### config.mk
export PLATFORM = sky130hd
export DESIGN_NAME = channel_record_decoder
export DESIGN_NICKNAME = d
export VERILOG_FILES = /design/src/design/crd_pkg.sv /design/src/design/channel_record_decoder.sv /design/src/design/crd_tone_dec.sv
export SDC_FILE = /design/constraint.sdc
export NUM_CORES = 1
export LEC_CHECK = 0
export BUFFER_PORTS_ARGS = -buffer_cell sky130_fd_sc_hd__buf_2
export CAP_MARGIN = 20
export CORE_MARGIN = 4
export CORE_UTILIZATION = 30
export CTS_BUF_LIST = sky130_fd_sc_hd__clkbuf_16
export CTS_CLUSTER_DIAMETER = 150
export DETAILED_ROUTE_END_ITERATION = 12
export HOLD_SLACK_MARGIN = 0.1
export PLACE_DENSITY = 0.56
export SETUP_SLACK_MARGIN = 0.5
export SYNTH_ARGS = -nofsm -noshare
export SYNTH_HDL_FRONTEND = slang
export SYNTH_SLANG_ARGS = --single-unit
### constraint.sdc
create_clock -name clk -period 7.6 [get_ports clk]
set_clock_uncertainty 0.15 [all_clocks]
set_input_delay 1.52 -clock clk [delete_from_list [all_inputs] [get_ports clk]]
set_output_delay 1.52 -clock clk [all_outputs]
set_load 0.01 [all_outputs]
### src/design/crd_pkg.sv
// Shared types, constants and a decode function for the channel record decoder.
package crd_pkg;

  localparam int unsigned FREQ_DIGITS  = 8;
  localparam int unsigned DCS_ROM_SIZE = 104;
  localparam int unsigned DCS_IDX_W    = $clog2(DCS_ROM_SIZE);

  localparam logic [15:0] TONE_OFF_ALT   = 16'hFFFF;
  localparam logic [15:0] TONE_CTCSS_MIN = 16'h0258;
  localparam logic [15:0] TONE_INV_BASE  = 16'h006A;
  localparam logic [15:0] TONE_NORM_LAST = 16'h0068;
  localparam logic [15:0] TONE_INV_LAST  = 16'h00D1;

  localparam logic [31:0] FREQ_ALL_ONES = 32'hFFFF_FFFF;

  localparam logic [2:0] KIND_OFF     = 3'd0;
  localparam logic [2:0] KIND_CTCSS   = 3'd1;
  localparam logic [2:0] KIND_DCS_NRM = 3'd2;
  localparam logic [2:0] KIND_DCS_INV = 3'd3;
  localparam logic [2:0] KIND_INVALID = 3'd4;

  typedef struct packed {
    logic [31:0] rx_freq_bcd;
    logic [31:0] tx_freq_bcd;
    logic [15:0] rx_tone_code;
    logic [15:0] tx_tone_code;
    logic [7:0]  scan_code_byte;
    logic [7:0]  power_byte;
    logic [7:0]  option_byte;
  } crd_in_t;

  typedef struct packed {
    logic [30:0] rx_hz;
    logic [30:0] tx_hz;
    logic [2:0]  rx_tone_kind;
    logic [15:0] rx_tone_value;
    logic [2:0]  tx_tone_kind;
    logic [15:0] tx_tone_value;
    logic        low_power;
    logic        wide;
    logic        busy_lockout;
    logic        scan_add;
    logic [1:0]  ptt_id_mode;
    logic [3:0]  scan_code;
  } crd_out_t;

  typedef struct packed {
    logic [2:0]  kind;
    logic [15:0] value;
  } crd_tone_t;

  localparam logic [30:0] FREQ_WEIGHT [FREQ_DIGITS] = '{
    31'd10, 31'd100, 31'd1000, 31'd10000,
    31'd100000, 31'd1000000, 31'd10000000, 31'd100000000
  };

  localparam logic [9:0] DCS_ROM [DCS_ROM_SIZE] = '{
    10'd23,  10'd25,  10'd26,  10'd31,  10'd32,  10'd36,  10'd43,  10'd47,
    10'd51,  10'd53,  10'd54,  10'd65,  10'd71,  10'd72,  10'd73,  10'd74,
    10'd114, 10'd115, 10'd116, 10'd122, 10'd125, 10'd131, 10'd132, 10'd134,
    10'd143, 10'd145, 10'd152, 10'd155, 10'd156, 10'd162, 10'd165, 10'd172,
    10'd174, 10'd205, 10'd212, 10'd223, 10'd225, 10'd226, 10'd243, 10'd244,
    10'd245, 10'd246, 10'd251, 10'd252, 10'd255, 10'd261, 10'd263, 10'd265,
    10'd266, 10'd271, 10'd274, 10'd306, 10'd311, 10'd315, 10'd325, 10'd331,
    10'd332, 10'd343, 10'd346, 10'd351, 10'd356, 10'd364, 10'd365, 10'd371,
    10'd411, 10'd412, 10'd413, 10'd423, 10'd431, 10'd432, 10'd445, 10'd446,
    10'd452, 10'd454, 10'd455, 10'd462, 10'd464, 10'd465, 10'd466, 10'd503,
    10'd506, 10'd516, 10'd523, 10'd526, 10'd532, 10'd546, 10'd565, 10'd606,
    10'd612, 10'd624, 10'd627, 10'd631, 10'd632, 10'd654, 10'd662, 10'd664,
    10'd703, 10'd712, 10'd723, 10'd731, 10'd732, 10'd734, 10'd743, 10'd754
  };

  // weight each nibble as it stands, digits above nine included
  function automatic logic [30:0] digits_to_hz(input logic [31:0] bcd);
    logic [30:0] sum;
    sum = '0;
    for (int k = 0; k < FREQ_DIGITS; k++) begin
      sum = sum + 31'(bcd[4*k +: 4]) * FREQ_WEIGHT[k];
    end
    return sum;
  endfunction

endpackage

### src/design/channel_record_decoder.sv
// Top level of the channel record decoder: input register, decode, result register.
//
// One stored channel record enters on the in_ channel as a request and one
// decoded result leaves on the out_ channel. Both channels use valid and
// stall; a request moves at a rising edge where valid is high and stall low.
// A request passes the input register, then the result register, before its
// result is shown on out_valid and out_data. Throughput: one request per
// cycle while out_stall does not hold the pipeline, set by the single decode
// pass between the two registers.
// When the receiver stalls with a result waiting, both registers hold and
// in_stall rises in the same cycle, so nothing is lost or repeated; the
// pipeline advances again as soon as out_stall falls.
// A receive frequency of all zeros or all ones gives an all-zero result.
// Reset (rst_n low, synchronous) empties both stages and holds in_stall high;
// no request is taken and out_valid stays low until the first request after reset.
module channel_record_decoder (
  input  logic              clk,
  input  logic              rst_n,
  input  logic              in_valid,
  output logic              in_stall,
  input  crd_pkg::crd_in_t  in_data,
  output logic              out_valid,
  input  logic              out_stall,
  output crd_pkg::crd_out_t out_data
);

  logic              adv;
  logic              s1_vld_r;
  crd_pkg::crd_in_t  s1_r;
  logic              out_vld_r;
  crd_pkg::crd_out_t out_r;
  crd_pkg::crd_out_t out_nxt;
  crd_pkg::crd_tone_t rx_tone;
  crd_pkg::crd_tone_t tx_tone;
  logic              disabled;

  assign adv      = !(out_vld_r && out_stall);
  assign in_stall = !adv || !rst_n;

  crd_tone_dec u_rx_tone (
    .code (s1_r.rx_tone_code),
    .tone (rx_tone)
  );

  crd_tone_dec u_tx_tone (
    .code (s1_r.tx_tone_code),
    .tone (tx_tone)
  );

  assign disabled = (s1_r.rx_freq_bcd == 32'd0) ||
                    (s1_r.rx_freq_bcd == crd_pkg::FREQ_ALL_ONES);

  always_comb begin
    out_nxt = '0;
    if (!disabled) begin
      out_nxt.rx_hz         = crd_pkg::digits_to_hz(s1_r.rx_freq_bcd);
      out_nxt.tx_hz         = crd_pkg::digits_to_hz(s1_r.tx_freq_bcd);
      out_nxt.rx_tone_kind  = rx_tone.kind;
      out_nxt.rx_tone_value = rx_tone.value;
      out_nxt.tx_tone_kind  = tx_tone.kind;
      out_nxt.tx_tone_value = tx_tone.value;
      out_nxt.low_power     = s1_r.power_byte[0];
      out_nxt.wide          = s1_r.option_byte[6];
      out_nxt.busy_lockout  = s1_r.option_byte[3];
      out_nxt.scan_add      = s1_r.option_byte[2];
      out_nxt.ptt_id_mode   = s1_r.option_byte[1:0];
      out_nxt.scan_code     = s1_r.scan_code_byte[3:0];
    end
  end

  always_ff @(posedge clk) begin
    if (!rst_n) begin
      s1_vld_r  <= 1'b0;
      out_vld_r <= 1'b0;
    end else if (adv) begin
      s1_vld_r  <= in_valid;
      out_vld_r <= s1_vld_r;
    end
  end

  always_ff @(posedge clk) begin
    if (adv) begin
      s1_r  <= in_data;
      out_r <= out_nxt;
    end
  end

  assign out_valid = out_vld_r;
  assign out_data  = out_r;

endmodule

### src/design/crd_tone_dec.sv
// Squelch code word decoder: off, CTCSS, DCS normal or inverted, invalid index.
module crd_tone_dec (
  input  logic [15:0]       code,
  output crd_pkg::crd_tone_t tone
);

  logic [15:0]                   nrm_off;
  logic [15:0]                   inv_off;
  logic [crd_pkg::DCS_IDX_W-1:0] idx;
  logic                          use_inv;

  assign nrm_off = code - 16'd1;
  assign inv_off = code - crd_pkg::TONE_INV_BASE;
  assign use_inv = (code >= crd_pkg::TONE_INV_BASE);
  assign idx     = use_inv ? inv_off[crd_pkg::DCS_IDX_W-1:0]
                           : nrm_off[crd_pkg::DCS_IDX_W-1:0];

  always_comb begin
    tone.kind  = crd_pkg::KIND_OFF;
    tone.value = '0;
    if (code == 16'd0 || code == crd_pkg::TONE_OFF_ALT) begin
      tone.kind = crd_pkg::KIND_OFF;
    end else if (code >= crd_pkg::TONE_CTCSS_MIN) begin
      tone.kind  = crd_pkg::KIND_CTCSS;
      tone.value = code;
    end else if (!use_inv) begin
      if (code <= crd_pkg::TONE_NORM_LAST) begin
        tone.kind  = crd_pkg::KIND_DCS_NRM;
        tone.value = 16'(crd_pkg::DCS_ROM[idx]);
      end else begin
        tone.kind = crd_pkg::KIND_INVALID;
      end
    end else if (code <= crd_pkg::TONE_INV_LAST) begin
      tone.kind  = crd_pkg::KIND_DCS_INV;
      tone.value = 16'(crd_pkg::DCS_ROM[idx]);
    end else begin
      tone.kind = crd_pkg::KIND_INVALID;
    end
  end

endmodule
Word-level counts from Yosys, hierarchy flattened:

Memories as Yosys holds them, arrays and structs flattened.
Index checks and enable logic that the tools add are counted.

* bits in writable memories: 0
* word-level logic and storage cells: 105
* register bits after elaboration: 220
* output and inout port bits: 112
* memories: 2
* bits in latches: 0
* ROM bits: 2560
* input port bits: 124

Memory list
* (name not given): words 128, bits a word 10, rd ports 1, clocked after Yosys merged registers in 0, wr ports 0, line crd_tone_dec.sv:29 `tone.value = 16'(crd_pkg::DCS_ROM[idx]);`
* (name not given): words 128, bits a word 10, rd ports 1, clocked after Yosys merged registers in 0, wr ports 0, line crd_tone_dec.sv:29

* magnitude comparators: 10
* equality and inequality tests: 3
* div/mod/pow operators: 0
* reduce and logical (&&, ||, !) cells: 13
* bitwise gates (word level): 2
* mux-type cells: 18
* shifts and indexed selects: 0
* multipliers: 16
* add/sub/neg operators: 18

Operators with widths (count)
* $mux 10: 8
* $add 29x31->31: 2
* $add 25x28->29: 2
* $add 22x24->25: 2
* $mul 4x19->23 const B: 2
* $add 19x21->22: 2
* $mul 4x17->21 const B: 2
* $add 15x18->19: 2
* $mux 19: 2
* $mul 4x14->18 const B: 2
* $mux 17: 2
* $eq 16x16->1 const B: 2
* $eq 32x32->1 const B: 1
* $ge 16x10->1 const B: 2
* $ge 16x7->1 const B: 2
* $le 16x7->1 const B: 2
* $le 16x8->1 const B: 2
* $logic_not 16->1: 2
* $logic_not 32->1: 1
* $mul 4x12->16 const B: 2
* $add 12x14->15: 2
* $mul 4x10->14 const B: 2
* $add 8x11->12: 2
* $mul 4x7->11 const B: 2
* 13 further kinds: 28

Logic depth before layout (Yosys ltp):

* depth in word-level cells: 9
* depth in mapped cells: 29
* mapped depth without buffers: 29

Hierarchy:

From an unflattened synthesis, not the netlist that was laid out.

* cell total of the unflattened synthesis: 2676
* area total of the unflattened synthesis: 26515.4 µm²

By module, submodules not included
* channel_record_decoder: sequential area each 6466.2 µm², area an instance 21823.4 µm², cells each 1984, instances 1
* crd_tone_dec at u_rx_tone: sequential area each 0.0 µm², area an instance 2406.1 µm², cells each 347, instances 1
* crd_tone_dec at u_tx_tone: sequential area each 0.0 µm², area an instance 2285.9 µm², cells each 345, instances 1

Least setup slack after synthesis:

Ideal clock, no wire load.

* kind: in2out
* from: input out_stall
* to: output in_stall
* data required time: 5.930 ns
* slack: -0.737 ns
* stages on the path: 2
* buffers on the path: 0
* arrival: 6.667 ns
* path through: nand2_1 nand2_1

* longest elaborated chain between the ends: 2

RTL lines
* from (decl): line channel_record_decoder.sv:23 `input logic out_stall,`
* $logic_and 1x1->1: line channel_record_decoder.sv:37 `assign adv = !(out_vld_r && out_stall);`
* $logic_or 1x1->1: line channel_record_decoder.sv:38 `assign in_stall = !adv || !rst_n;`
* to (decl): line channel_record_decoder.sv:20 `output logic in_stall,`

Every way passes these cells.

Worst setup path after layout:

* from: register s1_r[98] in the netlist's numbering
* to: register out_r (netlist bit out_data[108]), data pin

* longest elaborated chain between the ends: 7
* elaborated cells between the ends (all ways): 10
* classes of those cells: 6 x add/sub; 1 x mul; 1 x eq/ne; 2 x reduce/logical

RTL lines
* from (decl): line channel_record_decoder.sv:29 `crd_pkg::crd_in_t s1_r;`
* from (signal assigned): line channel_record_decoder.sv:83 `s1_r <= in_data;`
* $mul 4x7->11: line crd_pkg.sv:78 `sum = sum + 31'(bcd[4*k +: 4]) * FREQ_WEIGHT[k];`
* $add 12x14->15: line crd_pkg.sv:78
* $add 15x18->19: line crd_pkg.sv:78
* $add 19x21->22: line crd_pkg.sv:78
* $add 22x24->25: line crd_pkg.sv:78
* $add 25x28->29: line crd_pkg.sv:78
* $add 29x31->31: line crd_pkg.sv:78
* to (signal assigned): line channel_record_decoder.sv:84 `out_r <= out_nxt;`
* to (decl): line channel_record_decoder.sv:31 `crd_pkg::crd_out_t out_r;`

Parallel ways exist; a longest one is shown, timed or not.
A chain may end at the register's enable or synchronous reset.

==> results.md <==
- Flops & latches, synth: 216
- Synth Cell Area: ~26000 µm²
- R2r worst-path depth: 27
- DR iter-0 viols: around 1.4k
- H-tree levels: 1
- Fin cells: 4032
- Setup CP Type: reg2reg
- # rows: between 100 and 150
- Clock Pin Slew Worst Setup and Hold Paths: approximately 0.060 ns
- Cell count after placement: a little under 4k
- DIE WIDTH: around 300 µm
- Yosys warning count: 0
- Longest Clk Path Bufs: 3
- Fillers: roughly 8.5k
- Via count: roughly 20k
- Status: finished clean
- Mapped Cells: about 2.6k
- Pre-antenna DRT Iters: 5
- Final Hold Viols: 0
- Yosys top cell area share: 0.251
- Share of post-route cells with drive strength above 1: 0.188
- Ys flop type: edfxtp_1
- Final period util: 0.937
- Part of the Yosys area used for sequential elements: 0.253
- Avg Cell Area, Syn: ~9.9 µm²
- Netlist cell types: ~110
- Die footprint: roughly 90000 µm²
- Vias/cell: slightly below 5
- Startpoint Class: flip-flop
- Max Slew Vio Count: 0
- Number of global-route vias before repair: slightly below 20k
- Setup crit start: s1_r[98]
- Final ANT Viol Nets: 0
- First-pass GRT wire length: approximately 110000 µm
- CP endpoint kind: flip-flop
- GRT overflow: 0
- R2r endpoint: out_data[108]
- Initial Util: 0.304
- Hold Path Class: reg2reg
- Total Wirelength: about 70000 µm
- CP max FO: 3
- Drt drc: 0
- Port buffer count: roughly 220
- Crit path time final: around 7.1 ns
- Routability Congestion: slightly below 0.9
- Area Growth Syn to Fin: 18.6%
- Clock Sinks: approximately 220
- Average wire per cell in the routed design: 17.3 µm
- Maxcap violations: 0
- Initial antenna violation count: 5
- Chip height: between 200 and 300 µm
- Fmax: approximately 140 MHz
- Clock Latency Late Sink: about 0.61 ns
- CTS tree: yes
- Worst EP arrival: between 7 and 8 ns
- TritonCTS buffer count: 29
- Fin nets: roughly 3.6k
- Biggest area consumer among synthesized cells: edfxtp_1
- Core Area: about 84000 µm²
- Number of flops mapped to enable cells by yosys: about 210
- Rel. slew slack: 0.335
- Hpwl dp: ~55000 µm
- Most frequent cells in the layout: ha_1 (408), inv_1 (328), buf_2 (219), edfxtp_1 (214), fa_1 (175)
- Slew @ Worst Pin: around 1 ns
- Flop2flop setup slack: around 0.48 ns
- Most common cell after layout, fill and taps aside: ha_1
- Final setup viols: 0
- Hold Path Depth: 2
- Worst Path Required: between 7 and 8 ns
- Pin count of the biggest net entering global routing: between 50 and 60
- CTS Root Cell: clkbuf_16
- Ys async rst share: 0
- Hold endpoint: s1_vld_r
- Synth top area cells: edfxtp_1 (25%), ha_1 (22%), fa_1 (14%)
- GRT Resource Usage Total: 0.150
- FF-to-FF Start: s1_r[98]
- HP Start: s1_vld_r
- Num ports: 236
- RSZ-0062 raised after global routing: yes
## worst max-delay path by stage
| stage | to | slack, ns | cells after the start |
|---|---|---|---|
| 5_1_grt | out_data[109] | 0.18 | 27 |
| 2_1_floorplan | out_data[107] | 0.52 | 27 |
| 3_5_place_dp | out_data[76] | 0.02 | 30 |
| 3_3_place_gp | out_data[76] | -0.03 | 30 |
| 4_1_cts | out_data[76] | 0.50 | 26 |
| 6_report | out_data[108] | 0.48 | 27 |
## stage by stage
step	hold slack, ns	util	cell area [µm²]	setup slack, ns	setup TNS, ns
2_1_floorplan	0.309	-	25600	0.517	0
3_3_place_gp	0.337	0.335	28200	-0.0317	-0.0317
3_5_place_dp	0.335	0.335	28200	0.0239	0
4_1_cts	0.345	0.352	29600	0.501	0
5_1_grt	0.353	0.361	30300	0.182	0
6_report	0.342	0.361	30300	0.478	0
## synth_stat cells (all sizes together) (6+ instances only)
cell / instances
xnor2: 95
nand2b: 23
nand3: 43
edfxtp: 214
ha: 442
a21o: 38
nand4: 27
a21oi: 141
nor2: 157
o21bai: 17
or3: 12
o21a: 14
inv: 343
o211ai: 34
clkbuf: 34
a31oi: 29
o2111ai: 6
o21ai: 126
xor2: 59
o311ai: 8
or2: 10
and2: 42
fa: 182
o31ai: 10
o22ai: 7
nor3: 55
and3: 17
a211o: 12
nor4: 12
o221ai: 9
buf: 39
a22oi: 8
a211oi: 29
a21boi: 9
nor2b: 21
mux2i: 16
nand2: 143
## worst max-delay path: stages (launching register included)
cell	delay, ns
edfxtp_1	0.45
fa_2	0.61
inv_2	0.05
fa_1	0.49
inv_2	0.05
ha_4	0.23
a21oi_4	0.14
o21bai_1	0.11
a21oi_2	0.20
o21ai_2	0.09
a21oi_2	0.20
xnor2_2	0.11
fa_1	0.50
inv_2	0.04
fa_1	0.52
inv_2	0.04
fa_1	0.57
ha_4	0.21
ha_4	0.28
buf_4	0.11
buf_6	0.10
nand2_4	0.06
o31ai_4	0.30
a41oi_2	0.20
o211ai_1	0.33
a41oi_2	0.19
or4_1	0.54
nand3_1	0.09
## state kept, by name, indices dropped and copies added, names as in the netlist
signal / flops
s1_r: 106
s1_vld_r: 1
out_valid: 1
out_data: 108
## logic make-up after synthesis
logic type	after synthesis	share of synthesized area
AOI/OAI and AO/OA	562	0.147
xor gates and xnor gates	154	0.0538
adders and majority gates	625	0.359
buffers and inverters	417	0.0648
DFF	216	0.253
muxes	21	0.00895
other	1	0.000147
and+or+nand+nor	585	0.113
## per-layer routing
layer / GRT usage / share of wire / wire length (µm) / vias up
met1: 0.213 / 0.46 / 32100 / 9543
li1: - / - / - / 9708
met4: 0.0379 / 0.023 / 1620 / 0
met3: 0.0224 / 0.060 / 4190 / 83
met2: 0.241 / 0.46 / 31700 / 548
met5: 0 / 0 / 0 / -
## area by class of cell
class | count | area (µm²) | share of cell area
clock inverters | 20 | 231 | 0.00763
inverters | 344 | 1290 | 0.0426
diodes | 4 | 10.0 | 0.000330
well taps | 1134 | 1420 | 0.0468
repair buffers | 336 | 2000 | 0.0661
multi-input cells | 1949 | 18200 | 0.600
clock buffers | 29 | 726 | 0.0239
flip-flops and latches | 216 | 6470 | 0.213
## repair_timing
item,in CTS,in global routing
endpoints found under the setup margin,17,22
hold buffers,0,0
pin swaps,52,83
gates resized for setup,58,95
hold endpoints to repair,0,0
buffers inserted,25,34
Power is left out: the tool's default activity adds up to more than one toggle a clock period on the data nets, which glitch-free logic cannot reach.
